### src/design/distance_filtered_cell_sorter_macros.svh
// Assertion macros used by the distance filtered cell sorter top level.
`ifndef DISTANCE_FILTERED_CELL_SORTER_MACROS_SVH
`define DISTANCE_FILTERED_CELL_SORTER_MACROS_SVH

// Same-cycle implication, sampled on clk and disabled while arst_n is low.
`define DFCS_ASSERT_IMP(label, ante, cons) \
	label: assert property (@(posedge clk) disable iff (!arst_n) (ante) |-> (cons)) \
		else $error("distance_filtered_cell_sorter: same-cycle check failed");

// Next-cycle implication, sampled on clk and disabled while arst_n is low.
`define DFCS_ASSERT_NXT(label, ante, cons) \
	label: assert property (@(posedge clk) disable iff (!arst_n) (ante) |=> (cons)) \
		else $error("distance_filtered_cell_sorter: next-cycle check failed");

`endif

### src/design/dfcs_pkg.sv
// Shared types, constants and helper functions of the distance filtered cell sorter.
package dfcs_pkg;

	localparam int MAX_RULES = 8;
	localparam int MAX_CELLS = 64;
	localparam int RIDX_W    = (MAX_RULES > 1) ? $clog2(MAX_RULES) : 1;
	localparam int RCNT_W    = $clog2(MAX_RULES + 1);
	localparam int CIDX_W    = $clog2(MAX_CELLS);
	localparam int CCNT_W    = $clog2(MAX_CELLS + 1);

	// Operation codes carried by an input word.
	typedef enum logic [1:0] {
		OP_RULE   = 2'd0,
		OP_CELL   = 2'd1,
		OP_FINISH = 2'd2
	} op_e;

	// Control states of the top level.
	typedef enum logic {
		ST_IDLE,
		ST_EMIT
	} state_e;

	// One input word.
	typedef struct packed {
		logic [1:0]         operation;
		logic signed [15:0] coord_x;
		logic signed [15:0] coord_y;
		logic [16:0]        min_distance;
	} item_t;

	// One result word.
	typedef struct packed {
		logic signed [15:0] out_x;
		logic signed [15:0] out_y;
		logic               cell_valid;
		logic               last_cell;
		logic               overflow;
	} result_t;

	// A grid cell as held in the sorting chain.
	typedef struct packed {
		logic signed [15:0] y;
		logic signed [15:0] x;
	} cell_t;

	// An exclusion rule.
	typedef struct packed {
		logic signed [15:0] cx;
		logic signed [15:0] cy;
		logic [16:0]        dmin;
	} rule_t;

	// Commands from the control logic to the sorting chain.
	typedef struct packed {
		logic  insert;
		logic  shift;
		cell_t data;
	} chain_ctl_t;

	// True when cell a belongs strictly ahead of cell b: by y, then by x.
	function automatic logic cell_before(cell_t a, cell_t b);
		logic res;
		if (a.y != b.y) begin
			res = (a.y < b.y);
		end else begin
			res = (a.x < b.x);
		end
		return res;
	endfunction

endpackage

### src/design/dfcs_rules.sv
// Exclusion rule store with one Manhattan distance check per rule, all in parallel.
module dfcs_rules (
	input  logic           clk,
	input  logic           arst_n,
	input  logic           clear,
	input  logic           load,
	input  dfcs_pkg::rule_t new_rule,
	input  dfcs_pkg::cell_t probe,
	output logic           allowed,
	output logic           full
);
	import dfcs_pkg::*;

	rule_t              rule_q [MAX_RULES];
	logic [RCNT_W-1:0]  count_q;
	logic [MAX_RULES-1:0] hit;

	assign full = (count_q == RCNT_W'(MAX_RULES));

	// Rule entries are written in arrival order at the fill count.
	always_ff @(posedge clk) begin
		if (load && !full) begin
			rule_q[count_q[RIDX_W-1:0]] <= new_rule;
		end
	end

	always_ff @(posedge clk or negedge arst_n) begin
		if (!arst_n) begin
			count_q <= '0;
		end else if (clear) begin
			count_q <= '0;
		end else if (load && !full) begin
			count_q <= count_q + RCNT_W'(1);
		end
	end

	// Each stored rule flags the probe if it lies closer than the rule's minimum.
	for (genvar i = 0; i < MAX_RULES; i++) begin : g_rule
		logic signed [16:0] dx;
		logic signed [16:0] dy;
		logic [15:0]        ax;
		logic [15:0]        ay;
		logic [16:0]        mdist;

		always_comb begin
			dx = {probe.x[15], probe.x} - {rule_q[i].cx[15], rule_q[i].cx};
			dy = {probe.y[15], probe.y} - {rule_q[i].cy[15], rule_q[i].cy};
			ax = dx[16] ? 16'(-dx) : dx[15:0];
			ay = dy[16] ? 16'(-dy) : dy[15:0];
			mdist = {1'b0, ax} + {1'b0, ay};
			hit[i] = (RCNT_W'(i) < count_q) && (mdist < rule_q[i].dmin);
		end
	end

	assign allowed = ~|hit;

endmodule

### config.mk
export PLATFORM = sky130hd
export DESIGN_NAME = dfcs_rules
export DESIGN_NICKNAME = d
export VERILOG_FILES = /design/src/design/distance_filtered_cell_sorter_macros.svh /design/src/design/dfcs_pkg.sv /design/src/design/dfcs_rules.sv
export SDC_FILE = /design/constraint.sdc
export NUM_CORES = 1
export LEC_CHECK = 0
export BUFFER_PORTS_ARGS = -buffer_cell sky130_fd_sc_hd__buf_2
export CAP_MARGIN = 20
export CORE_UTILIZATION = 39
export CTS_CLUSTER_SIZE = 12
export DETAILED_ROUTE_END_ITERATION = 8
export SLEW_MARGIN = 0
export SYNTH_ARGS = -nofsm -noshare
export SYNTH_HDL_FRONTEND = slang
export SYNTH_SLANG_ARGS = --single-unit
export TNS_END_PERCENT = 20
### constraint.sdc
create_clock -name clk -period 8.9 [get_ports clk]
set_clock_uncertainty 0.2 [all_clocks]
set_input_delay 0.89 -clock clk [delete_from_list [all_inputs] [get_ports clk]]
set_output_delay 0.89 -clock clk [all_outputs]
set_load 0.03 [all_outputs]
Yosys cells after proc, flatten, opt, wreduce, memory -nomap -nowiden
Memories as Yosys holds them, arrays and structs flattened.
Index checks and enable logic that the tools add are counted.
- multiply operators: 0
- divide/modulo/power cells: 0
- magnitude comparators: 16
- bitwise logic cells: 0
- muxes and demuxes: 20
- eq/ne operators: 1
- reduce and logical (&&, ||, !) cells: 13
- $add $sub $neg: 41
- shifts and indexed selects: 0
- operator list (kind ; count):
    $sub 16x16->17 ; 16
    $mux 16 ; 16
    $neg 16->16 ; 16
    $add 16x16->17 ; 8
    $lt 17x17->1 ; 8
    $lt 3x4->1 const A ; 4
    $logic_and 1x1->1 ; 9
    $lt 1x4->1 const A ; 2
    $lt 2x4->1 const A ; 2
    $mux 4 ; 2
    $reduce_or 8->1 ; 1
    $add 4x1->4 const B ; 1
    $eq 4x4->1 const B ; 1
    $logic_not 1->1 ; 2
    $mux 1 ; 2
    $reduce_bool 2->1 ; 1
- bits of input ports: 85
- logic and storage cells: 93
- register bits after elaboration: 4
- memory bits (read-only): 0
- output and inout bits: 2
- memories kept: 1
- memory bits (writable): 392
- latch bits: 0
- memory list (memory ; words ; width ; read ports ; clocked after memory_dff ; write ports ; line ; text):
    rule_q ; 8 ; 49 ; 8 ; 0 ; 1 ; dfcs_rules.sv:14 ; rule_t rule_q [MAX_RULES];

Logic depth before layout (Yosys ltp)
- depth after elaboration: 8
- gate-level depth with buffers: 35
- depth with buffers taken out: 34

Least setup slack after synthesis
Ideal clock, no wire load.
- kind: input-to-output
- start: in probe[17] (netlist name)
- end: out allowed
- data required time: 7.810 ns
- path slack: 0.373 ns
- buffers on the path: 1
- arrival: 7.437 ns
- stages on the path: 31
- path through: inv_1 > fa_1 > nand2b_1 > a21oi_1 > o41ai_2 > o31ai_1 > o31ai_1 > a21oi_1 > or4b_1 > o21ai_1 > buf_2 > nand2_1 > o21ai_0 > ha_1 > a21o_1 > a21oi_1 > nand2b_1 > a21boi_0 > o311a_1 > a311o_1 > nand2_1 > o21ai_0 > a311o_1 > ha_1 > and4_1 > o211ai_1 > nor2_1 > o22ai_1 > nor2_1 > nand4_1 > nor4_1
- cells in the longest elaborated chain, start to end: 8
- elaborated cells between the ends (all ways): 50
- classes of those cells: add/sub: 24; order compare: 8; mux: 8; reduce/logical: 10
- ends and longest elaborated chain (item ; line ; text):
    start: declaration ; dfcs_rules.sv:8 ; input dfcs_pkg::cell_t probe,
    $sub 16x16->17 ; dfcs_rules.sv:47 ; dy = {probe.y[15], probe.y} - {rule_q[i].cy[15], rule_q[i].cy};
    $neg 16->16 ; dfcs_rules.sv:49 ; ay = dy[16] ? 16'(-dy) : dy[15:0];
    $mux 16 ; dfcs_rules.sv:49 ;
    $add 16x16->17 ; dfcs_rules.sv:50 ; mdist = {1'b0, ax} + {1'b0, ay};
    $lt 17x17->1 ; dfcs_rules.sv:51 ; hit[i] = (RCNT_W'(i) < count_q) && (mdist < rule_q[i].dmin);
    $logic_and 1x1->1 ; dfcs_rules.sv:51 ;
    $reduce_or 8->1 * ; dfcs_rules.sv:55 ; assign allowed = ~|hit;
    $logic_not 1->1 * ; dfcs_rules.sv:55 ;
    end: declaration ; dfcs_rules.sv:9 ; output logic allowed,
Mark *: on every way between the ends. The rest lies on a longest branch, timed or not.

Worst setup path in the final report
- start: in probe[0] (netlist name)
- end: out allowed
- cells in the longest elaborated chain, start to end: 8
- elaborated cells between the ends (all ways): 50
- classes of those cells: add/sub: 24; order compare: 8; mux: 8; reduce/logical: 10
- ends and longest elaborated chain (item ; line ; text):
    $sub 16x16->17 ; dfcs_rules.sv:46 ; dx = {probe.x[15], probe.x} - {rule_q[i].cx[15], rule_q[i].cx};
    $neg 16->16 ; dfcs_rules.sv:48 ; ax = dx[16] ? 16'(-dx) : dx[15:0];
    $mux 16 ; dfcs_rules.sv:48 ;
    $add 16x16->17 ; dfcs_rules.sv:50 ;
    $lt 17x17->1 ; dfcs_rules.sv:51 ;
    $logic_and 1x1->1 ; dfcs_rules.sv:51 ;
    $reduce_or 8->1 * ; dfcs_rules.sv:55 ;
    $logic_not 1->1 * ; dfcs_rules.sv:55 ;
Marks and branches as above.

==> results_dict.tcl <==
set metrics [dict create \
    die_area_mm2 0.0984 \
    synthCells 4155 \
    r2r_cells 8 \
    worstSetupStartpoint "probe[0]" \
    routed_wl_um 128000 \
    slew_viol_final 0 \
    io-pin-count 87 \
    wl_per_cell_um 20.8 \
    arrival_ns 7.59 \
    numCtsBuffers 51 \
    grtUsageMet1_pct 33.4 \
    worst-path-stages 40 \
    synthAdderAreaFrac_pct 18.8 \
    dp_hpwl_um 101000 \
    die_w_um 314 \
    route.vias.total 33398 \
    critPathMaxStageDelay_ns 0.39 \
    coreArea_mm2 0.0956 \
    whs_ns 0.266 \
    synth_top_area_share_pct 31.1 \
    reg2reg_slack_ns 5.68 \
    cp-start-kind "primary input" \
    fillers 9106 \
    drive_gt1_share_pct 20.8 \
    antenna_found_initial 18 \
    top_usage_layer "met2" \
    synth-xor-area-share_pct 11.2 \
    cts_tree "done" \
    synth_edf_count 392 \
    setup_viol 0 \
    slowest_stage "fa_2" \
    grt_pass1_wl_um 188000 \
    grt_max_degree 50 \
    cts_root_buf "clkbuf_16" \
    yosys-top-cells-area "edfxtp_1 (31%), ha_1 (18%), xnor2_1 (7.5%)" \
    clk_pin_slew_ns 0.06 \
    ys_ff_latch 396 \
    area_growth_pct 24.4 \
    required_ns 7.81 \
    min_period_ns 8.68 \
    path_buf_inv 9 \
    ant_nets 0 \
    synth_fp_nets 4795 \
    worstSkewPairLatency_ns 0.63 \
    ys_seq_area_share_pct 31.3 \
    use_met3_pct 2.48 \
    cts_max_level 2 \
    finalInstanceArea_mm2 0.0472 \
    dp.cells 6037 \
    grt_pass1_vias 31385 \
    crit_end "allowed" \
    synthSimpleGateAreaFrac_pct 14.3 \
    syn_area_mm2 0.0379 \
    io_buffer_count 86 \
    initial_core_util_pct 39.7 \
    drtIter0Drc 2687 \
    yosysUniqueCellTypes 90 \
    place_congestion 0.982 \
    track_usage_pct 25.4 \
    hp-class "primary input to flip-flop" \
    worst_slew_pin_slew_ns 0.934 \
    vias_per_cell 5.40 \
    peakVddDrop_uv 165 \
    synth_top_family_by_area "adder cells" \
    grt_use_met2_pct 43.0 \
    critPathKind "primary input to output pin" \
    crit_path_max_fanout 4 \
    worst_setup_path_end_kind "output pin" \
    post-route-period-util_pct 97.5 \
    dpl_cell_area_mm2 0.0441 \
    timing_hold_violations_final 0 \
    rr_startpoint "count_q[1]" \
    fp-row-count 113 \
    synth_compound_area_share_pct 18.5 \
    synthFlopType "edfxtp_1" \
    leakagePower_nw 21.0 \
    yosys.area.top_type "edfxtp_1" \
    cap_violations 0 \
    p_per_area_mw_per_mm2 201 \
    clock-sinks 396 \
    setup_tns_ns 0 \
    avgSynthCellArea_um2 9.12 \
    timing.fmax_mhz 115 \
    reg2reg_to "rule_q[2][37]" \
    crit_family "compound AO/OA/AOI/OAI gates" \
    dr.pass1.iters 6 \
    overflow 0 \
    die_y_um 314 \
    drcViolationCount 0 \
    status "complete, no violations" \
    nets 5516 \
    muxShareOfSynthArea_pct 0.297 \
    synth_warnings 0 \
    crit_top_cell "buf_4" \
    fin_cells 6182 \
    relSlewSlack_pct 37.7 \
    cts.path.max_buffers 3 \
    async_flop_share_pct 1.01 \
]
placed cells by master, fill, tap and decap left out, types with 31 or more instances in the layout:
cell / Yosys / layout
nand3_1: 66 / 64
ha_1: 531 / 518
edfxtp_1: 392 / 392
xnor2_1: 325 / 319
inv_1: 533 / 529
buf_4: 0 / 598
a21o_1: 93 / 93
or2_2: 36 / 36
nand2_1: 179 / 175
or3_1: 39 / 39
nor2_1: 338 / 322
o211ai_1: 31 / 31
o21a_1: 94 / 93
a31oi_1: 58 / 55
a21oi_1: 252 / 225
o21ai_0: 214 / 177
clkbuf_16: 0 / 51
nor3_1: 128 / 123
o31ai_1: 40 / 35
buf_2: 2 / 83
nand2b_1: 73 / 67
nor2b_1: 86 / 75
xor2_1: 158 / 156
per-stage QoR:
stage	worst slack [ns]	power [mW]	utilization [%]
finish	0.219	9.46	49.3
global route	-0.0947	10.1	49.3
CTS	0.00197	9.17	48.1
detailed placement	-0.308	6.93	46.1
global placement	-0.352	6.87	46.1
floorplan	0.373	5.24	-
flip-flops by register name (all words and copies together), names as in the netlist:
register  count
count_q       4
rule_q      392
per-layer routing:
layer | vias up | wire length [µm]
met3 | 211 | 7100
li1 | 16417 | -
met4 | 0 | 5640
met1 | 15804 | 55900
met5 | - | 0
met2 | 966 | 59900
final cells by class:
| type | count | area (µm²) | share of cell area [%] |
|---|---|---|---|
| clock buffers | 55 | 1290 | 2.74 |
| repair buffers | 702 | 5160 | 10.9 |
| flip-flops and latches | 396 | 11900 | 25.2 |
| multi-input cells | 3192 | 24800 | 52.6 |
| diodes | 1 | 2.50 | 0.00531 |
| inverters | 533 | 2010 | 4.26 |
| well taps | 1265 | 1580 | 3.36 |
| clock inverters | 38 | 408 | 0.865 |
worst reg2reg max path, cell delays in order, from the launching register on:
cell and delay (ns):
dfrtp_1 0.54, inv_1 0.23, ha_1 0.28, nand2_1 0.07, or2_2 0.14, nand2_1 0.10
or2_2 0.39, nor2_4 0.13, buf_4 0.64
how the worst min path moves through the flow:
stage,startpoint,end,slack [ns],depth (start not counted)
after global placement,count_q[1],count_q[1],0.49,2
after floorplan,arst_n,count_q[0],0.39,0
after detailed placement,count_q[1],count_q[1],0.49,2
after CTS,clear,count_q[3],0.23,2
after global routing,clear,count_q[3],0.27,2
final,clear,count_q[3],0.27,2
where the power goes:
part | total [mW] | internal (mW) | switching [mW] | leakage, nW
logic | 5.19 | 2.40 | 2.79 | 16.6
registers | 2.11 | 2.10 | 0.0126 | 3.62
clock network | 2.16 | 1.26 | 0.905 | 0.822
total | 9.46 | 5.76 | 3.70 | 21.0
synthesized netlist by cell type, types with 14 or more instances:
master	number
xor2_1	158
clkbuf_1	30
and2_1	14
ha_1	531
o2111ai_1	17
nand3_1	66
o211ai_1	31
nand2b_1	73
and3_1	28
a21o_1	93
a211oi_1	33
fa_1	24
nor4_1	16
o31ai_1	40
a311oi_1	17
a21oi_1	252
o21a_1	94
nor2_1	338
nand4_1	18
o21bai_1	14
nand2_1	179
xnor2_1	325
o21ai_0	214
a21boi_0	34
nor3_1	128
or3_1	39
nand3b_1	18
or2_2	36
nor2b_1	86
o31a_1	18
edfxtp_1	392
a31oi_1	58
inv_1	533
timing repair:
| item | in CTS | in global routing |
|---|---|---|
| setup endpoints to repair | 1 | 1 |
| pin swaps | 5 | 164 |
| setup buffers | 3 | 50 |
| hold endpoints to repair | 4 | 0 |
| hold buffers | 1 | 0 |
| resized for setup | 23 | 239 |
logic make-up (layout without fill, tap and decap cells):
kind of cell	Yosys count	in the layout
fa+ha+maj	555	555
mux	11	11
simple gates	1087	1087
buf+inv	567	1328
other cells	0	1
flops	396	396
compound gates	1056	1056
xor+xnor	483	483
No activity file was read; power rests on OpenSTA's default activity.
